<file path="src/rtl/core/lzot_pkg.sv">
`timescale 1ns / 1ps
`default_nettype none
// ----------------------------------------------------------------------------
// lzot_pkg
// Shared constants, codes and control types of the layer z-order table.
// ----------------------------------------------------------------------------
package lzot_pkg;

  localparam int MAX_LAYERS = 16;
  localparam int CNT_W      = $clog2(MAX_LAYERS + 1);
  localparam int IDX_W      = $clog2(MAX_LAYERS);
  localparam int ID_W       = 5;
  localparam int POS_W      = 16;
  localparam int REQ_W      = 3;
  localparam int HGT_W      = 6;
  localparam int ST_W       = 2;
  localparam int CMP_W      = ID_W + CNT_W;

  localparam logic [REQ_W-1:0] REQ_NEW        = 3'd0;
  localparam logic [REQ_W-1:0] REQ_MOVE_ABS   = 3'd1;
  localparam logic [REQ_W-1:0] REQ_MOVE_REL   = 3'd2;
  localparam logic [REQ_W-1:0] REQ_SET_HEIGHT = 3'd3;
  localparam logic [REQ_W-1:0] REQ_HIDE       = 3'd4;
  localparam logic [REQ_W-1:0] REQ_LIST       = 3'd5;

  localparam logic [ST_W-1:0] ST_OK      = 2'd0;
  localparam logic [ST_W-1:0] ST_UNKNOWN = 2'd1;
  localparam logic [ST_W-1:0] ST_FULL    = 2'd2;

  typedef enum logic [2:0] {
    S_IDLE,
    S_POS,
    S_FIND,
    S_REMOVE,
    S_INSERT,
    S_LIST,
    S_RESP
  } state_t;

  typedef enum logic [1:0] {
    POS_NONE,
    POS_ZERO,
    POS_LOAD,
    POS_ADD
  } pos_op_t;

  typedef struct packed {
    logic [IDX_W-1:0] rd_idx;
    logic             wr_en;
    logic [IDX_W-1:0] wr_idx;
    logic [ID_W-1:0]  wr_id;
    logic [ID_W-1:0]  cmp_id;
  } stack_ctl_t;

  typedef struct packed {
    pos_op_t                  op;
    logic [IDX_W-1:0]         addr;
    logic signed [POS_W-1:0]  dx;
    logic signed [POS_W-1:0]  dy;
  } pos_ctl_t;

endpackage
`default_nettype wire

</file>
<file path="src/rtl/core/lzot_if.sv">
`timescale 1ns / 1ps
`default_nettype none
// ----------------------------------------------------------------------------
// lzot_if
// Request and result channels: valid/ready handshake plus payload.
// ----------------------------------------------------------------------------
interface lzot_in_if;
  import lzot_pkg::*;

  logic                    valid;
  logic                    ready;
  logic [REQ_W-1:0]        req_type;
  logic [ID_W-1:0]         layer_id;
  logic signed [HGT_W-1:0] height;
  logic signed [POS_W-1:0] pos_x;
  logic signed [POS_W-1:0] pos_y;

  modport source (output valid, req_type, layer_id, height, pos_x, pos_y,
                  input ready);
  modport sink (input valid, req_type, layer_id, height, pos_x, pos_y,
                output ready);
endinterface

interface lzot_out_if;
  import lzot_pkg::*;

  logic                    valid;
  logic                    ready;
  logic [ST_W-1:0]         status;
  logic [ID_W-1:0]         out_layer_id;
  logic signed [POS_W-1:0] out_x;
  logic signed [POS_W-1:0] out_y;
  logic [ID_W-1:0]         stack_index;
  logic                    last;

  modport source (output valid, status, out_layer_id, out_x, out_y, stack_index, last,
                  input ready);
  modport sink (input valid, status, out_layer_id, out_x, out_y, stack_index, last,
                output ready);
endinterface
`default_nettype wire

</file>
<file path="src/rtl/core/lzot_stack.sv">
`timescale 1ns / 1ps
`default_nettype none
// ----------------------------------------------------------------------------
// lzot_stack
// Z-order stack entries with one read port, one write port and the id compare.
// ----------------------------------------------------------------------------
module lzot_stack (
  input  wire                       clk,
  input  lzot_pkg::stack_ctl_t      ctl,
  output logic [lzot_pkg::ID_W-1:0] rd_id,
  output logic                      hit
);
  import lzot_pkg::*;

  logic [ID_W-1:0] entry_r [MAX_LAYERS];

  always_ff @(posedge clk) begin
    if (ctl.wr_en) begin
      entry_r[ctl.wr_idx] <= ctl.wr_id;
    end
  end

  assign rd_id = entry_r[ctl.rd_idx];
  assign hit   = (rd_id == ctl.cmp_id);

endmodule
`default_nettype wire

</file>
<file path="src/rtl/core/lzot_pos.sv">
`timescale 1ns / 1ps
`default_nettype none
// ----------------------------------------------------------------------------
// lzot_pos
// Per-layer x/y position store with the shared wrap-around x/y adders.
// ----------------------------------------------------------------------------
module lzot_pos (
  input  wire                               clk,
  input  lzot_pkg::pos_ctl_t                ctl,
  output logic signed [lzot_pkg::POS_W-1:0] rd_x,
  output logic signed [lzot_pkg::POS_W-1:0] rd_y
);
  import lzot_pkg::*;

  logic signed [POS_W-1:0] x_r [MAX_LAYERS];
  logic signed [POS_W-1:0] y_r [MAX_LAYERS];
  logic signed [POS_W-1:0] sum_x;
  logic signed [POS_W-1:0] sum_y;

  assign rd_x  = x_r[ctl.addr];
  assign rd_y  = y_r[ctl.addr];
  assign sum_x = rd_x + ctl.dx;
  assign sum_y = rd_y + ctl.dy;

  always_ff @(posedge clk) begin
    case (ctl.op)
      POS_ZERO: begin
        x_r[ctl.addr] <= '0;
        y_r[ctl.addr] <= '0;
      end
      POS_LOAD: begin
        x_r[ctl.addr] <= ctl.dx;
        y_r[ctl.addr] <= ctl.dy;
      end
      POS_ADD: begin
        x_r[ctl.addr] <= sum_x;
        y_r[ctl.addr] <= sum_y;
      end
      default: begin
      end
    endcase
  end

endmodule
`default_nettype wire

</file>
<file path="src/rtl/core/layer_z_order_table_core.sv">
`timescale 1ns / 1ps
`default_nettype none
// ----------------------------------------------------------------------------
// layer_z_order_table_core
// Compositor layer table and z-order stack, run by a small sequencer.
// ----------------------------------------------------------------------------
// One request is taken at a time; in_ch.ready is high only while the
// sequencer is idle. New layer and move requests go through S_POS and then
// S_RESP to a loaded result word; rejected requests, spare codes and an
// empty listing go straight to S_RESP. Hide and set height walk the stack
// through its single read port, one entry per cycle: a search, then a
// removal shift, and for set height an insertion shift (S_FIND, S_REMOVE,
// S_INSERT). A listing emits one word per cycle while the sink takes them,
// count words in all. A result word sits in an output register, so a
// stalled sink costs cycles only when a new word is due.
module layer_z_order_table_core (
  input wire         clk,
  input wire         rst_n,
  lzot_in_if.sink    in_ch,
  lzot_out_if.source out_ch
);
  import lzot_pkg::*;

  state_t state_r, state_nxt;

  logic [CNT_W-1:0] count_r, count_nxt;
  logic [CNT_W-1:0] made_r, made_nxt;
  logic [CNT_W-1:0] idx_r, idx_nxt;
  logic [CNT_W-1:0] h_r, h_nxt;
  logic [ID_W-1:0]  id_r, id_nxt;
  logic             hide_r, hide_nxt;
  logic [IDX_W-1:0] slot_r, slot_nxt;
  pos_op_t          pos_op_r, pos_op_nxt;
  logic signed [POS_W-1:0] px_r, px_nxt;
  logic signed [POS_W-1:0] py_r, py_nxt;
  logic [ST_W-1:0]  res_status_r, res_status_nxt;
  logic [ID_W-1:0]  res_id_r, res_id_nxt;
  logic             res_zero_r, res_zero_nxt;

  logic                    out_valid_r, out_valid_nxt;
  logic [ST_W-1:0]         out_status_r, out_status_nxt;
  logic [ID_W-1:0]         out_id_r, out_id_nxt;
  logic signed [POS_W-1:0] out_x_r, out_x_nxt;
  logic signed [POS_W-1:0] out_y_r, out_y_nxt;
  logic [ID_W-1:0]         out_idx_r, out_idx_nxt;
  logic                    out_last_r, out_last_nxt;

  stack_ctl_t              stk_ctl;
  pos_ctl_t                pos_ctl;
  logic [ID_W-1:0]         stk_rd_id;
  logic                    stk_hit;
  logic signed [POS_W-1:0] pos_rd_x;
  logic signed [POS_W-1:0] pos_rd_y;

  logic             in_fire;
  logic             slot_free;
  logic             out_load;
  logic             id_bad;
  logic             made_full;
  logic             count_full;
  logic [CNT_W-1:0] h_clamp;
  logic [ID_W-1:0]  h_raw;
  logic [CNT_W-1:0] idx_inc;
  logic [CNT_W-1:0] idx_dec;
  logic [ID_W-1:0]  lid_m1;
  logic             list_last;

  lzot_stack u_stack (
    .clk   (clk),
    .ctl   (stk_ctl),
    .rd_id (stk_rd_id),
    .hit   (stk_hit)
  );

  lzot_pos u_pos (
    .clk  (clk),
    .ctl  (pos_ctl),
    .rd_x (pos_rd_x),
    .rd_y (pos_rd_y)
  );

  assign in_ch.ready = (state_r == S_IDLE);
  assign in_fire     = in_ch.valid & in_ch.ready;
  assign slot_free   = ~out_valid_r | out_ch.ready;

  assign id_bad = (in_ch.layer_id == '0) ||
                  (CMP_W'(in_ch.layer_id) > CMP_W'(made_r));
  assign made_full  = (made_r == CNT_W'(MAX_LAYERS));
  assign count_full = (count_r == CNT_W'(MAX_LAYERS));
  // sign bit dropped: only used when the height is not negative
  assign h_raw   = in_ch.height[ID_W-1:0];
  assign h_clamp = (CMP_W'(h_raw) > CMP_W'(count_r)) ? count_r : CNT_W'(h_raw);

  assign idx_inc   = idx_r + CNT_W'(1);
  assign idx_dec   = idx_r - CNT_W'(1);
  assign lid_m1    = stk_rd_id - ID_W'(1);
  assign list_last = (idx_inc == count_r);

  // next state
  always_comb begin
    state_nxt = state_r;
    unique case (state_r)
      S_IDLE: begin
        if (in_fire) begin
          case (in_ch.req_type)
            REQ_NEW:  state_nxt = made_full ? S_RESP : S_POS;
            REQ_LIST: state_nxt = (count_r == '0) ? S_RESP : S_LIST;
            REQ_MOVE_ABS, REQ_MOVE_REL:
              state_nxt = id_bad ? S_RESP : S_POS;
            REQ_SET_HEIGHT, REQ_HIDE:
              state_nxt = id_bad ? S_RESP : S_FIND;
            default:  state_nxt = S_RESP;
          endcase
        end
      end
      S_POS: state_nxt = S_RESP;
      S_FIND: begin
        if (idx_r == count_r) begin
          state_nxt = (hide_r || count_full) ? S_RESP : S_INSERT;
        end else if (stk_hit) begin
          state_nxt = S_REMOVE;
        end
      end
      S_REMOVE: begin
        if (idx_inc >= count_r) begin
          state_nxt = hide_r ? S_RESP : S_INSERT;
        end
      end
      S_INSERT: begin
        if (idx_r <= h_r) begin
          state_nxt = S_RESP;
        end
      end
      S_LIST: begin
        if (slot_free && list_last) begin
          state_nxt = S_IDLE;
        end
      end
      S_RESP: begin
        if (slot_free) begin
          state_nxt = S_IDLE;
        end
      end
      default: state_nxt = S_IDLE;
    endcase
  end

  // datapath and control outputs
  always_comb begin
    count_nxt      = count_r;
    made_nxt       = made_r;
    idx_nxt        = idx_r;
    h_nxt          = h_r;
    id_nxt         = id_r;
    hide_nxt       = hide_r;
    slot_nxt       = slot_r;
    pos_op_nxt     = pos_op_r;
    px_nxt         = px_r;
    py_nxt         = py_r;
    res_status_nxt = res_status_r;
    res_id_nxt     = res_id_r;
    res_zero_nxt   = res_zero_r;

    out_load       = 1'b0;
    out_status_nxt = out_status_r;
    out_id_nxt     = out_id_r;
    out_x_nxt      = out_x_r;
    out_y_nxt      = out_y_r;
    out_idx_nxt    = out_idx_r;
    out_last_nxt   = out_last_r;

    stk_ctl.rd_idx = idx_r[IDX_W-1:0];
    stk_ctl.wr_en  = 1'b0;
    stk_ctl.wr_idx = idx_r[IDX_W-1:0];
    stk_ctl.wr_id  = stk_rd_id;
    stk_ctl.cmp_id = id_r;

    pos_ctl.op   = POS_NONE;
    pos_ctl.addr = slot_r;
    pos_ctl.dx   = px_r;
    pos_ctl.dy   = py_r;

    unique case (state_r)
      S_IDLE: begin
        if (in_fire) begin
          id_nxt         = in_ch.layer_id;
          hide_nxt       = (in_ch.req_type == REQ_HIDE) || in_ch.height[HGT_W-1];
          h_nxt          = h_clamp;
          px_nxt         = in_ch.pos_x;
          py_nxt         = in_ch.pos_y;
          idx_nxt        = '0;
          slot_nxt       = IDX_W'(in_ch.layer_id - ID_W'(1));
          res_status_nxt = ST_OK;
          res_id_nxt     = '0;
          res_zero_nxt   = 1'b1;
          pos_op_nxt     = POS_NONE;
          case (in_ch.req_type)
            REQ_NEW: begin
              if (made_full) begin
                res_status_nxt = ST_FULL;
              end else begin
                made_nxt     = made_r + CNT_W'(1);
                slot_nxt     = made_r[IDX_W-1:0];
                pos_op_nxt   = POS_ZERO;
                res_id_nxt   = ID_W'(made_r + CNT_W'(1));
                res_zero_nxt = 1'b0;
              end
            end
            REQ_LIST: begin
            end
            REQ_MOVE_ABS, REQ_MOVE_REL, REQ_SET_HEIGHT, REQ_HIDE: begin
              if (id_bad) begin
                res_status_nxt = ST_UNKNOWN;
              end else begin
                res_id_nxt   = in_ch.layer_id;
                res_zero_nxt = 1'b0;
                if (in_ch.req_type == REQ_MOVE_ABS) begin
                  pos_op_nxt = POS_LOAD;
                end else if (in_ch.req_type == REQ_MOVE_REL) begin
                  pos_op_nxt = POS_ADD;
                end
              end
            end
            default: begin
            end
          endcase
        end
      end
      S_POS: begin
        pos_ctl.op = pos_op_r;
      end
      S_FIND: begin
        if (idx_r != count_r) begin
          if (stk_hit) begin
            // a shown layer asked for the count goes to the top after removal
            if (!hide_r && (h_r == count_r)) begin
              h_nxt = h_r - CNT_W'(1);
            end
          end else begin
            idx_nxt = idx_inc;
          end
        end
      end
      S_REMOVE: begin
        stk_ctl.rd_idx = idx_inc[IDX_W-1:0];
        if (idx_inc < count_r) begin
          stk_ctl.wr_en = 1'b1;
          idx_nxt       = idx_inc;
        end else begin
          count_nxt = count_r - CNT_W'(1);
          idx_nxt   = count_r - CNT_W'(1);
        end
      end
      S_INSERT: begin
        stk_ctl.rd_idx = idx_dec[IDX_W-1:0];
        stk_ctl.wr_en  = 1'b1;
        if (idx_r > h_r) begin
          idx_nxt = idx_dec;
        end else begin
          stk_ctl.wr_idx = h_r[IDX_W-1:0];
          stk_ctl.wr_id  = id_r;
          count_nxt      = count_r + CNT_W'(1);
        end
      end
      S_LIST: begin
        pos_ctl.addr = IDX_W'(lid_m1);
        if (slot_free) begin
          out_load       = 1'b1;
          out_status_nxt = ST_OK;
          out_id_nxt     = stk_rd_id;
          out_x_nxt      = pos_rd_x;
          out_y_nxt      = pos_rd_y;
          out_idx_nxt    = ID_W'(idx_r);
          out_last_nxt   = list_last;
          idx_nxt        = idx_inc;
        end
      end
      S_RESP: begin
        if (slot_free) begin
          out_load       = 1'b1;
          out_status_nxt = res_status_r;
          out_id_nxt     = res_id_r;
          out_x_nxt      = res_zero_r ? '0 : pos_rd_x;
          out_y_nxt      = res_zero_r ? '0 : pos_rd_y;
          out_idx_nxt    = ID_W'(count_r);
          out_last_nxt   = 1'b1;
        end
      end
      default: begin
      end
    endcase
  end

  assign out_valid_nxt = out_load | (out_valid_r & ~out_ch.ready);

  always_ff @(posedge clk) begin
    if (!rst_n) begin
      state_r     <= S_IDLE;
      count_r     <= '0;
      made_r      <= '0;
      out_valid_r <= 1'b0;
    end else begin
      state_r     <= state_nxt;
      count_r     <= count_nxt;
      made_r      <= made_nxt;
      out_valid_r <= out_valid_nxt;
    end
  end

  always_ff @(posedge clk) begin
    idx_r        <= idx_nxt;
    h_r          <= h_nxt;
    id_r         <= id_nxt;
    hide_r       <= hide_nxt;
    slot_r       <= slot_nxt;
    pos_op_r     <= pos_op_nxt;
    px_r         <= px_nxt;
    py_r         <= py_nxt;
    res_status_r <= res_status_nxt;
    res_id_r     <= res_id_nxt;
    res_zero_r   <= res_zero_nxt;
    if (out_load) begin
      out_status_r <= out_status_nxt;
      out_id_r     <= out_id_nxt;
      out_x_r      <= out_x_nxt;
      out_y_r      <= out_y_nxt;
      out_idx_r    <= out_idx_nxt;
      out_last_r   <= out_last_nxt;
    end
  end

  assign out_ch.valid        = out_valid_r;
  assign out_ch.status       = out_status_r;
  assign out_ch.out_layer_id = out_id_r;
  assign out_ch.out_x        = out_x_r;
  assign out_ch.out_y        = out_y_r;
  assign out_ch.stack_index  = out_idx_r;
  assign out_ch.last         = out_last_r;

endmodule
`default_nettype wire

</file>
<file path="src/flat_wrapper.sv">
// flat-port wrapper written by rule: the top's interface ports become plain ports
module layer_z_order_table_core_flat import lzot_pkg::*;
  (clk, rst_n, in_ch_valid, in_ch_req_type, in_ch_layer_id, in_ch_height, in_ch_pos_x, in_ch_pos_y, in_ch_ready, out_ch_valid, out_ch_status, out_ch_out_layer_id, out_ch_out_x, out_ch_out_y, out_ch_stack_index, out_ch_last, out_ch_ready);
  lzot_in_if in_ch_i ();
  lzot_out_if out_ch_i ();
  input wire clk;
  input wire rst_n;
  input wire logic [$bits(in_ch_i.valid)-1:0] in_ch_valid;
  input wire logic [$bits(in_ch_i.req_type)-1:0] in_ch_req_type;
  input wire logic [$bits(in_ch_i.layer_id)-1:0] in_ch_layer_id;
  input wire logic [$bits(in_ch_i.height)-1:0] in_ch_height;
  input wire logic [$bits(in_ch_i.pos_x)-1:0] in_ch_pos_x;
  input wire logic [$bits(in_ch_i.pos_y)-1:0] in_ch_pos_y;
  output wire logic [$bits(in_ch_i.ready)-1:0] in_ch_ready;
  output wire logic [$bits(out_ch_i.valid)-1:0] out_ch_valid;
  output wire logic [$bits(out_ch_i.status)-1:0] out_ch_status;
  output wire logic [$bits(out_ch_i.out_layer_id)-1:0] out_ch_out_layer_id;
  output wire logic [$bits(out_ch_i.out_x)-1:0] out_ch_out_x;
  output wire logic [$bits(out_ch_i.out_y)-1:0] out_ch_out_y;
  output wire logic [$bits(out_ch_i.stack_index)-1:0] out_ch_stack_index;
  output wire logic [$bits(out_ch_i.last)-1:0] out_ch_last;
  input wire logic [$bits(out_ch_i.ready)-1:0] out_ch_ready;
  assign in_ch_i.valid = in_ch_valid;
  assign in_ch_i.req_type = in_ch_req_type;
  assign in_ch_i.layer_id = in_ch_layer_id;
  assign in_ch_i.height = in_ch_height;
  assign in_ch_i.pos_x = in_ch_pos_x;
  assign in_ch_i.pos_y = in_ch_pos_y;
  assign in_ch_ready = in_ch_i.ready;
  assign out_ch_valid = out_ch_i.valid;
  assign out_ch_status = out_ch_i.status;
  assign out_ch_out_layer_id = out_ch_i.out_layer_id;
  assign out_ch_out_x = out_ch_i.out_x;
  assign out_ch_out_y = out_ch_i.out_y;
  assign out_ch_stack_index = out_ch_i.stack_index;
  assign out_ch_last = out_ch_i.last;
  assign out_ch_i.ready = out_ch_ready;
  layer_z_order_table_core u_core (.clk(clk), .rst_n(rst_n), .in_ch(in_ch_i), .out_ch(out_ch_i));
endmodule
</file>
<file path="config.mk">
export PLATFORM = sky130hd
export DESIGN_NAME = layer_z_order_table_core_flat
export DESIGN_NICKNAME = d
export VERILOG_FILES = /design/src/rtl/core/lzot_pkg.sv /design/src/rtl/core/lzot_if.sv /design/src/rtl/core/lzot_stack.sv /design/src/rtl/core/lzot_pos.sv /design/src/rtl/core/layer_z_order_table_core.sv /design/src/flat_wrapper.sv
export SDC_FILE = /design/constraint.sdc
export NUM_CORES = 1
export LEC_CHECK = 0
export BUFFER_PORTS_ARGS = -buffer_cell sky130_fd_sc_hd__buf_2
export CORE_ASPECT_RATIO = 0.9
export CORE_MARGIN = 4
export CORE_UTILIZATION = 56
export CTS_CLUSTER_DIAMETER = 40
export CTS_CLUSTER_SIZE = 24
export DETAILED_ROUTE_END_ITERATION = 7
export PLACE_DENSITY = 0.76
export SLEW_MARGIN = 20
export SYNTH_ARGS = -nofsm -noshare
export SYNTH_HDL_FRONTEND = slang
export SYNTH_SLANG_ARGS = --single-unit
</file>
<file path="constraint.sdc">
create_clock -name clk -period 8.4 [get_ports clk]
set_clock_uncertainty 0.1 [all_clocks]
set_input_delay 0.42 -clock clk [delete_from_list [all_inputs] [get_ports clk]]
set_output_delay 0.42 -clock clk [all_outputs]
set_load 0.02 [all_outputs]
</file>
[Word-level counts from Yosys, hierarchy flattened]
Memories as Yosys holds them, arrays and structs flattened.
Cells that the tools add are included.
Widths: inputs -> output; s select.
Storage, ports and cells
  bits in registers: 121
  latch bits: 0
  bits in writable memories: 592
  memory bits (read-only): 0
  bits of input ports: 50
  output and inout bits: 47
  logic and storage cells: 198
  memories: 3
Operators by class
  add/sub/neg operators: 10
  multipliers: 0
  divide/modulo/power cells: 0
  magnitude comparators: 6
  equality and inequality tests: 35
  shifts and indexed selects: 0
  muxes and demuxes: 87
  bitwise logic cells: 11
  reduce and logical (&&, ||, !) cells: 25
Memory list
  u_core.u_pos.x_r: depth 16, bits a word 16, read ports 1, clocked after Yosys merged registers in 0, write ports 1, RTL line lzot_pos.sv:15  | logic signed [POS_W-1:0] x_r [MAX_LAYERS];
  u_core.u_pos.y_r: depth 16, bits a word 16, read ports 1, clocked after Yosys merged registers in 0, write ports 1, RTL line lzot_pos.sv:16  | logic signed [POS_W-1:0] y_r [MAX_LAYERS];
  u_core.u_stack.entry_r: depth 16, bits a word 5, read ports 1, clocked after Yosys merged registers in 0, write ports 1, RTL line lzot_stack.sv:15  | logic [ID_W-1:0] entry_r [MAX_LAYERS];
Operators by type and width (count)
  $mux 16: 10
  $mux 5: 19
  $pmux 16 s2: 2
  $pmux 5 s2: 6
  $add 16x16->16: 2
  $mux 3: 10
  $pmux 5 s5: 1
  $pmux 3 s7: 1
  $eq 5x5->1: 4
  $mux 2: 10
  $mux 9: 2
  $ne 2x1->1 const B: 9
  $mux 1: 17
  $add 5x1->5 const B: 3
  $eq 3x3->1 const B: 5
  $gt 5x5->1: 3
  $sub 5x1->5 const B: 3
  $eq 3x2->1 const B: 4
  $mux 4: 3
  $pmux 2 s2: 3
  $pmux 3 s4: 1
  $reduce_and 6->1: 2
  $eq 5x5->1 const B: 2
  $logic_not 5->1: 2
  other kinds (26): 50

[Depth between registers and ports, before layout]
Gate-level depths: netlist (run 1).
An unclocked memory read counts as a cell.
  word-level depth: 11
  depth in mapped cells: 40
  gate-level depth less buffers: 31

[Hierarchy]
From an unflattened synthesis (run 1), not the netlist that was laid out.
Second synthesis, totals
  cells, all modules: 1716
  area, all modules: 30752.0 sq um
Modules (own cells, without submodules)
  lzot_pos: times used 1, cells an instance 1016, area each 21240.4 sq um, sequential area each 15374.7 sq um
  layer_z_order_table_core: times used 1, cells an instance 522, area each 6133.4 sq um, sequential area each 3493.4 sq um
  lzot_stack: times used 1, cells an instance 178, area each 3378.2 sq um, sequential area each 2402.3 sq um

[Least setup slack after synthesis (run 1)]
No wires, ideal clock.
  path kind: reg-to-reg
  start: register u_core.idx_r[0]
  end: memory u_core.u_pos.x_r[0][15] (data pin)
  arrival: 8.540 ns
  slack: -0.531 ns
  stages on the path, launching flop included: 36
  path buffers: 7
  clock period less this slack: 8.931 ns
  cell sequence: edfxtp_1 clkbuf_1 clkbuf_1 inv_1 ha_1 and4bb_2 o21a_2 nor2_4 mux4_2 a22oi_2 nand2_2 buf_2 inv_1 ha_1 clkbuf_1 and2_1 nor2_1 clkbuf_1 clkbuf_1 clkbuf_1 mux4_2 mux2i_1 mux2i_2 ha_1 a21o_1 a21oi_1 o21bai_1 a221o_1 a211oi_1 o31ai_1 a31oi_1 nand2b_1 and2b_1 mux2i_1 nand3_1 a21oi_1
Between the ends
  longest elaborated chain between the ends: 8
RTL lines
  start: declaration: RTL line layer_z_order_table_core.sv:28  | logic [CNT_W-1:0] idx_r, idx_nxt;
  start signal: assignment: RTL line layer_z_order_table_core.sv:311  | idx_r <= idx_nxt;
  $sub 5x1->5 / $add 5x1->5 (equally long branches): RTL line layer_z_order_table_core.sv:95, layer_z_order_table_core.sv:94
  $pmux 5 s2 *: RTL line layer_z_order_table_core.sv:183  | unique case (state_r)
  $mem_v2 16x5 *
  $sub 4x1->4 *: RTL line layer_z_order_table_core.sv:96  | assign lid_m1 = stk_rd_id - ID_W'(1);
  $mux 4 *: RTL line layer_z_order_table_core.sv:183
  $mem_v2 16x16 *
  $add 16x16->16 *: RTL line lzot_pos.sv:22  | assign sum_x = rd_x + ctl.dx;
  $mux 16 (no source line) *
  end: declaration: RTL line lzot_pos.sv:15
Mark *: on every way between the ends. The rest lies on a longest branch, timed or not.

[Worst setup path after layout (run 1)]
  start: register u_core.idx_r[0]
  end: memory u_core.u_pos.x_r[8][15] (data pin)
Same word-level chain as after synthesis.

==> results.sh, run 1 <==
export IMPL_status="complete, no violations"
export IMPL_avgSynthCellArea_um2=16.1
export IMPL_dr_pass1_iters=5
export IMPL_drt_initial_drc_count=2144
export IMPL_min_delay_path_depth=2
export IMPL_worst_hold_check_slack_ns=0.0828
export IMPL_insertion_delay_ns=0.63
export IMPL_antenna_cells=0
export IMPL_placement_io_buffers=96
export IMPL_grt_max_degree=53
export IMPL_area_growth_pct=16.2
export IMPL_max_vdd_ir_drop_mv=0.257
export IMPL_postSynthRegisterBits=713
export IMPL_grt_use_total_pct=25.6
export IMPL_detailed_place_hpwl_um=46300
export IMPL_final_hold_violation_count=0
export IMPL_leakage_power_of_the_design_nw=12.8
export IMPL_r2r_start="u_core.idx_r[0]$_DFFE_PP_"
export IMPL_dpl_instance_area_um2=33300
export IMPL_synth_fa_ha_area_share_pct=2.65
export IMPL_io_pin_count=97
export IMPL_design_final_nets=2280
export IMPL_ant_nets_after_route=0
export IMPL_yosys_warnings=0
export IMPL_die_area_um2=60400
export IMPL_worst_setup_path_type="reg -> reg"
export IMPL_synth_xor_area_share_pct=1.78
export IMPL_prevailing_post_synth_register_cell="edfxtp_1"
export IMPL_grt_pass1_vias=18746
export IMPL_floorplan_die_width_um=259
export IMPL_routed_via_count=18844
export IMPL_worst_path_most_repeated_cell="ha_1"
export IMPL_finalSetupViolCount=0
export IMPL_clk_pin_slew_worst_paths_ns=0.06
export IMPL_crit_fanout=9
export IMPL_share_of_synthesized_area_spent_on_multiplexers_pct=12.5
export IMPL_critPathBufInv=4
export IMPL_cp_top_family="compound AO/OA/AOI/OAI gates"
export IMPL_crit_required_ns=8.74
export IMPL_rr_endpoint="u_core.u_pos.x_r[8][15]$_DFFE_PP_"
export IMPL_routability_cong=0.897
export IMPL_drive_above_1_share_pct=24.2
export IMPL_count_of_flip_flops_with_a_built_in_enable_after_synthesis=699
export IMPL_arrival_ns=8.22
export IMPL_synth_cell_type_count=85
export IMPL_timing_hold_worst_class="in -> reg"
export IMPL_reg2reg_depth=30
export IMPL_cap_viol_max_count=0
export IMPL_viasPerCell=6.30
export IMPL_timing_final_crit_period_ns=7.88
export IMPL_synth_net_count=2085
export IMPL_post_route_cell_area_um2=36800
export IMPL_cts_buffers=85
export IMPL_initial_core_util_pct=56.7
export IMPL_critical_path_s_slowest_cell="mux4_2"
export IMPL_synth_compound_area_share_pct=6.31
export IMPL_holdCritStartpoint="rst_n"
export IMPL_synth_top_family_by_area="multiplexers"
export IMPL_placed_cells=2785
export IMPL_synth_seq_area_share_pct=67.2
export IMPL_die_h_um=234
export IMPL_drt_wl_total_um=77100
export IMPL_fraction_of_the_cycle_the_final_worst_path_needs_pct=93.8
export IMPL_rrSetupSlack_ns=0.52
export IMPL_ctsLongestPathBuffers=3
export IMPL_asr_flop_ratio_synth_pct=0
export IMPL_worst_hold_path_endpoint="u_core.state_r[0]$_SDFFE_PN0P_"
export IMPL_coreArea_um2=55800
export IMPL_synthesis_area_um2=31700
export IMPL_timing_max_slew_rel_slack_pct=28.6
export IMPL_grt_antenna_before_repair=1
export IMPL_clockRootBuffer="clkbuf_16"
export IMPL_max_freq_ghz=0.127
export IMPL_row_count=82
export IMPL_synth_simple_area_share_pct=7.30
export IMPL_h_tree_depth=3
export IMPL_grt_pass1_wl_um=116000
export IMPL_crit_path_max_cell_delay_ns=0.56
export IMPL_wire_per_inst_um=25.8
export IMPL_tritoncts="done"
export IMPL_clock_sinks=713
export IMPL_final_setup_tns_ns=0
export IMPL_worst_slew_pin_transition_ns=1.07
export IMPL_p_per_cell_area_nw_per_um2=360
export IMPL_stdcell_count=2992
export IMPL_report_final_slew_viol_count=0
export IMPL_drc=0
export IMPL_grt_remaining_overflow=0
export IMPL_synthesis_instances=1969
export IMPL_start_kind="flip-flop"
export IMPL_endpoint_kind="flip-flop"
==> how the worst max path moves through the flow <==
stage / from / to / slack, ns / cells past startpoint
after global routing: u_core.idx_r[0]$_DFFE_PP_ / u_core.u_pos.x_r[8][15]$_DFFE_PP_ / -0.06 / 31
after global placement: u_core.idx_r[0]$_DFFE_PP_ / u_core.u_pos.x_r[1][15]$_DFFE_PP_ / 0.35 / 29
after detailed placement: u_core.idx_r[0]$_DFFE_PP_ / u_core.u_pos.x_r[4][14]$_DFFE_PP_ / -0.1 / 31
after CTS: u_core.idx_r[0]$_DFFE_PP_ / u_core.u_pos.x_r[7][14]$_DFFE_PP_ / 0.11 / 29
final: u_core.idx_r[0]$_DFFE_PP_ / u_core.u_pos.x_r[8][15]$_DFFE_PP_ / 0.52 / 30
after floorplan: u_core.idx_r[0]$_DFFE_PP_ / u_core.u_pos.x_r[0][15]$_DFFE_PP_ / 0.01 / 35
==> metrics by stage <==
stage / setup slack [ns] / util [%] / power [mW]
6_report: 0.519 / 66.0 / 13.3
5_1_grt: -0.0597 / 66.0 / 13.9
4_1_cts: 0.111 / 65.7 / 13.2
3_5_place_dp: -0.0992 / 59.7 / 9.44
3_3_place_gp: 0.346 / 59.7 / 9.31
2_1_floorplan: 0.0110 / - / 8.07
==> cells in the mapped netlist, types with 24 or more instances <==
cell	instances	area share [%]
nand3_1	36	0.57
and2_1	73	1.4
nor2_1	110	1.3
ha_1	64	2.5
xnor2_1	41	1.1
mux2i_1	84	2.7
o21ai_0	51	0.81
mux4_2	134	9.5
edfxtp_1	699	66
inv_1	43	0.51
nand2_1	146	1.7
clkbuf_1	59	0.70
a211oi_1	42	1.0
a31oi_1	24	0.47
a21oi_1	44	0.70
==> layer usage <==
layer,vias to the layer above,wire (um),GRT usage (%)
met4,2,1660,6.64
met2,1035,36200,39.6
met1,9528,31200,37.6
li1,8155,-,-
met5,-,13,0
met3,124,8100,5.73
==> registers in the layout (all words and copies together) (netlist names), 2 cells and up <==
| signal | count |
|---|---|
| u_core.state_r | 3 |
| u_core.out_ch.out_y | 16 |
| u_core.count_r | 5 |
| u_core.h_r | 5 |
| u_core.u_pos.y_r | 256 |
| u_core.slot_r | 4 |
| u_core.id_r | 5 |
| u_core.res_id_r | 5 |
| u_core.u_stack.entry_r | 80 |
| u_core.res_status_r | 2 |
| u_core.px_r | 16 |
| u_core.made_r | 5 |
| u_core.py_r | 16 |
| u_core.out_ch.stack_index | 5 |
| u_core.out_ch.out_x | 16 |
| u_core.idx_r | 5 |
| u_core.pos_op_r | 2 |
| u_core.out_ch.status | 2 |
| u_core.out_ch.out_layer_id | 5 |
| u_core.u_pos.x_r | 256 |
==> report_power, final <==
| part | leakage (nW) | internal (mW) | switching (mW) | total, mW |
|---|---|---|---|---|
| sequential | 6.70 | 4.50 | 0.176 | 4.68 |
| clock | 1.42 | 2.12 | 1.60 | 3.72 |
| combinational | 4.73 | 1.95 | 2.92 | 4.87 |
| total | 12.8 | 8.57 | 4.69 | 13.3 |
==> placed cells by master (no fill, tap or decap), types with 18 or more instances in the layout <==
cell,n
a211oi_1,42
a21oi_1,42
a31oi_1,23
a31oi_2,18
and2_1,73
buf_2,96
buf_4,68
clkbuf_16,87
dlygate4sd3_1,38
edfxtp_1,699
ha_1,64
inv_1,42
inv_6,19
mux2i_1,84
mux4_2,134
nand2_1,146
nand3_1,34
nor2_1,91
nor2_4,19
nor3_1,22
o21ai_0,48
xnor2_1,41
==> cell families (layout without fill, tap and decap cells) <==
family / Yosys count / in the layout
mux: 227 / 227
compound gates: 280 / 281
fa+ha+maj: 66 / 66
buf+inv: 151 / 417
flops: 713 / 713
xor+xnor: 61 / 61
simple gates: 471 / 471
==> area by class of cell <==
type / count / area, um^2
flip-flops and latches: 713 / 21300
fillers: 3703 / 19000
multi-input cells: 1106 / 9920
clock buffers: 93 / 2210
repair buffers: 212 / 1560
well taps: 756 / 946
clock inverters: 66 / 731
inverters: 46 / 173
==> repair_timing <==
item,in CTS,in global routing
hold buffers,38,0
cloned,0,1
setup endpoints to repair,96,176
pin swaps,1,3
hold endpoints to repair,38,0
setup buffers,3,5
gates resized for setup,0,15
Power figures use the tool's default switching activity.
==> run 2: changes to the inputs <==
CORE_ASPECT_RATIO = 0.6   (was 0.9)
CTS_CLUSTER_SIZE = unset   (was 24)
SETUP_SLACK_MARGIN = 0.5   (was unset)
==> run 2 against run 1 <==
Net effect:
- combinational power rose by 8.2%
- sequential share of layout area is 0.69 points higher
- non-clock buffer count increased by 19
- setup slack gained 0.20 ns
- fmax is 2.7% higher
- total power fell by 1.6%
- clock-buffer cell count is 4 lower
- cell count shrank 0.17%
- die area increased by 0.20%
- highest routed layer is now met4
==> results.sh, run 2 (synthesis gave the netlist of run 1 again) <==
export IMPL_status="complete, no violations"
export IMPL_tritoncts="done"
export IMPL_die_h_um=192
export IMPL_grt_remaining_overflow=0
export IMPL_coreArea_um2=55900
export IMPL_max_vdd_ir_drop_mv=0.244
export IMPL_grt_use_total_pct=26.3
export IMPL_leakage_power_of_the_design_nw=12.6
export IMPL_detailed_place_hpwl_um=48700
export IMPL_ctsLongestPathBuffers=3
export IMPL_final_hold_violation_count=0
export IMPL_arrival_ns=7.93
export IMPL_fraction_of_the_cycle_the_final_worst_path_needs_pct=91.4
export IMPL_drt_wl_total_um=79500
export IMPL_critPathBufInv=5
export IMPL_viasPerCell=6.43
export IMPL_insertion_delay_ns=0.62
export IMPL_postLayoutSetupSlackWorst_ns=0.724
export IMPL_placement_io_buffers=96
export IMPL_grt_setup_unrepaired="no"
export IMPL_grt_antenna_before_repair=1
export IMPL_wire_per_inst_um=26.6
export IMPL_h_tree_depth=3
export IMPL_timing_hold_worst_class="in -> reg"
export IMPL_final_util_pct=65.1
export IMPL_final_common_cell="edfxtp_1"
export IMPL_placed_cells=2792
export IMPL_r2r_start="u_core.idx_r[1]$_DFFE_PP_"
export IMPL_row_count=67
export IMPL_clockRootBuffer="clkbuf_16"
export IMPL_stdcell_count=2987
export IMPL_max_freq_ghz=0.130
export IMPL_final_setup_tns_ns=0
export IMPL_timing_final_crit_period_ns=7.68
export IMPL_floorplan_die_width_um=315
export IMPL_finalSetupViolCount=0
export IMPL_start_kind="flip-flop"
export IMPL_drive_above_1_share_pct=23.6
export IMPL_drt_initial_drc_count=2712
export IMPL_crit_fanout=16
export IMPL_io_pin_count=97
export IMPL_dpl_worst_slack_ns=0.0625
export IMPL_worst_hold_check_slack_ns=0.0847
export IMPL_worst_hold_path_endpoint="u_core.state_r[0]$_SDFFE_PN0P_"
export IMPL_initial_core_util_pct=56.6
export IMPL_cts_buffers=72
export IMPL_cp_top_family="compound AO/OA/AOI/OAI gates"
export IMPL_clk_pin_slew_worst_paths_ns=0.06
export IMPL_ant_nets_after_route=0
export IMPL_die_area_um2=60600
export IMPL_p_per_cell_area_nw_per_um2=359
export IMPL_drc=0
export IMPL_rrSetupSlack_ns=0.72
export IMPL_grt_max_degree=50
export IMPL_crit_path_max_cell_delay_ns=0.56
export IMPL_routed_via_count=19218
export IMPL_holdCritStartpoint="rst_n"
export IMPL_grt_pass1_wl_um=118000
export IMPL_area_growth_pct=14.9
export IMPL_crit_required_ns=8.65
export IMPL_min_delay_path_depth=2
export IMPL_grt_pass1_vias=18612
export IMPL_worst_slew_pin_transition_ns=1.01
export IMPL_dr_pass1_iters=6
export IMPL_clock_sinks=713
export IMPL_endpoint_kind="flip-flop"
export IMPL_rr_endpoint="u_core.u_pos.x_r[4][15]$_DFFE_PP_"
export IMPL_timing_max_slew_rel_slack_pct=32.2
export IMPL_worst_setup_path_type="reg -> reg"
export IMPL_reg2reg_depth=30
export IMPL_biggestRegsByFlops="u_core.u_pos.x_r x256, u_core.u_pos.y_r x256, u_core.u_stack.entry_r x80"
export IMPL_cap_viol_max_count=0
export IMPL_report_final_slew_viol_count=0
export IMPL_design_final_nets=2287
export IMPL_routability_cong=0.940
export IMPL_critical_path_s_slowest_cell="mux4_2"
export IMPL_mostFrequentLayoutCells="edfxtp_1, nand2_1, mux4_2, buf_2, nor2_1"
## run 2: area by class of cell
type,count,area (um^2)
flip-flops and latches,713,21300
fillers,3774,19500
multi-input cells,1107,9990
clock buffers,89,1870
repair buffers,231,1740
well taps,759,950
clock inverters,40,382
inverters,46,173
diodes,2,5.00
## run 2: worst max path at each step
stage                              startpoint                           endpoint  slack (ns)  cells after the start
CTS                 u_core.idx_r[1]$_DFFE_PP_  u_core.u_pos.x_r[4][15]$_DFFE_PP_        0.51                     28
finish              u_core.idx_r[1]$_DFFE_PP_  u_core.u_pos.x_r[4][15]$_DFFE_PP_        0.72                     30
global route        u_core.idx_r[1]$_DFFE_PP_  u_core.u_pos.x_r[2][15]$_DFFE_PP_        0.44                     31
detailed placement  u_core.idx_r[0]$_DFFE_PP_  u_core.u_pos.y_r[7][15]$_DFFE_PP_        0.06                     30
global placement    u_core.idx_r[0]$_DFFE_PP_  u_core.u_pos.y_r[1][15]$_DFFE_PP_        0.41                     30
floorplan           u_core.idx_r[0]$_DFFE_PP_  u_core.u_pos.y_r[0][14]$_DFFE_PP_        0.55                     36
## run 2: power breakdown
part / switching (mW) / internal, mW
Combinational: 3.14 / 2.12
Clock: 1.39 / 1.71
Sequential: 0.185 / 4.50
Total: 4.72 / 8.33
## run 2: stage by stage
| step | total power [mW] | instance area, um^2 |
|---|---|---|
| 2_1_floorplan | 8.08 | 31700 |
| 3_3_place_gp | 9.41 | 33400 |
| 3_5_place_dp | 9.53 | 33400 |
| 4_1_cts | 12.7 | 36100 |
| 5_1_grt | 13.6 | 36400 |
| 6_report | 13.0 | 36400 |
## run 2: metal layers
metal / vias up / global-route usage (%) / share of wire [%]
met3: 167 / 5.75 / 11
met2: 1216 / 38.6 / 45
met5: - / 0 / 0
li1: 8135 / - / -
met1: 9700 / 39.8 / 41
met4: 0 / 8.06 / 2.8
## run 2: what timing repair did
item / 4_1_cts / 5_1_grt
buffers inserted: 9 / 12
endpoints found under the hold margin: 38 / 0
pin swaps: 4 / 10
hold buffers: 38 / 0
cloned: 2 / 3
endpoints found under the setup margin: 128 / 176
resized for setup: 6 / 21
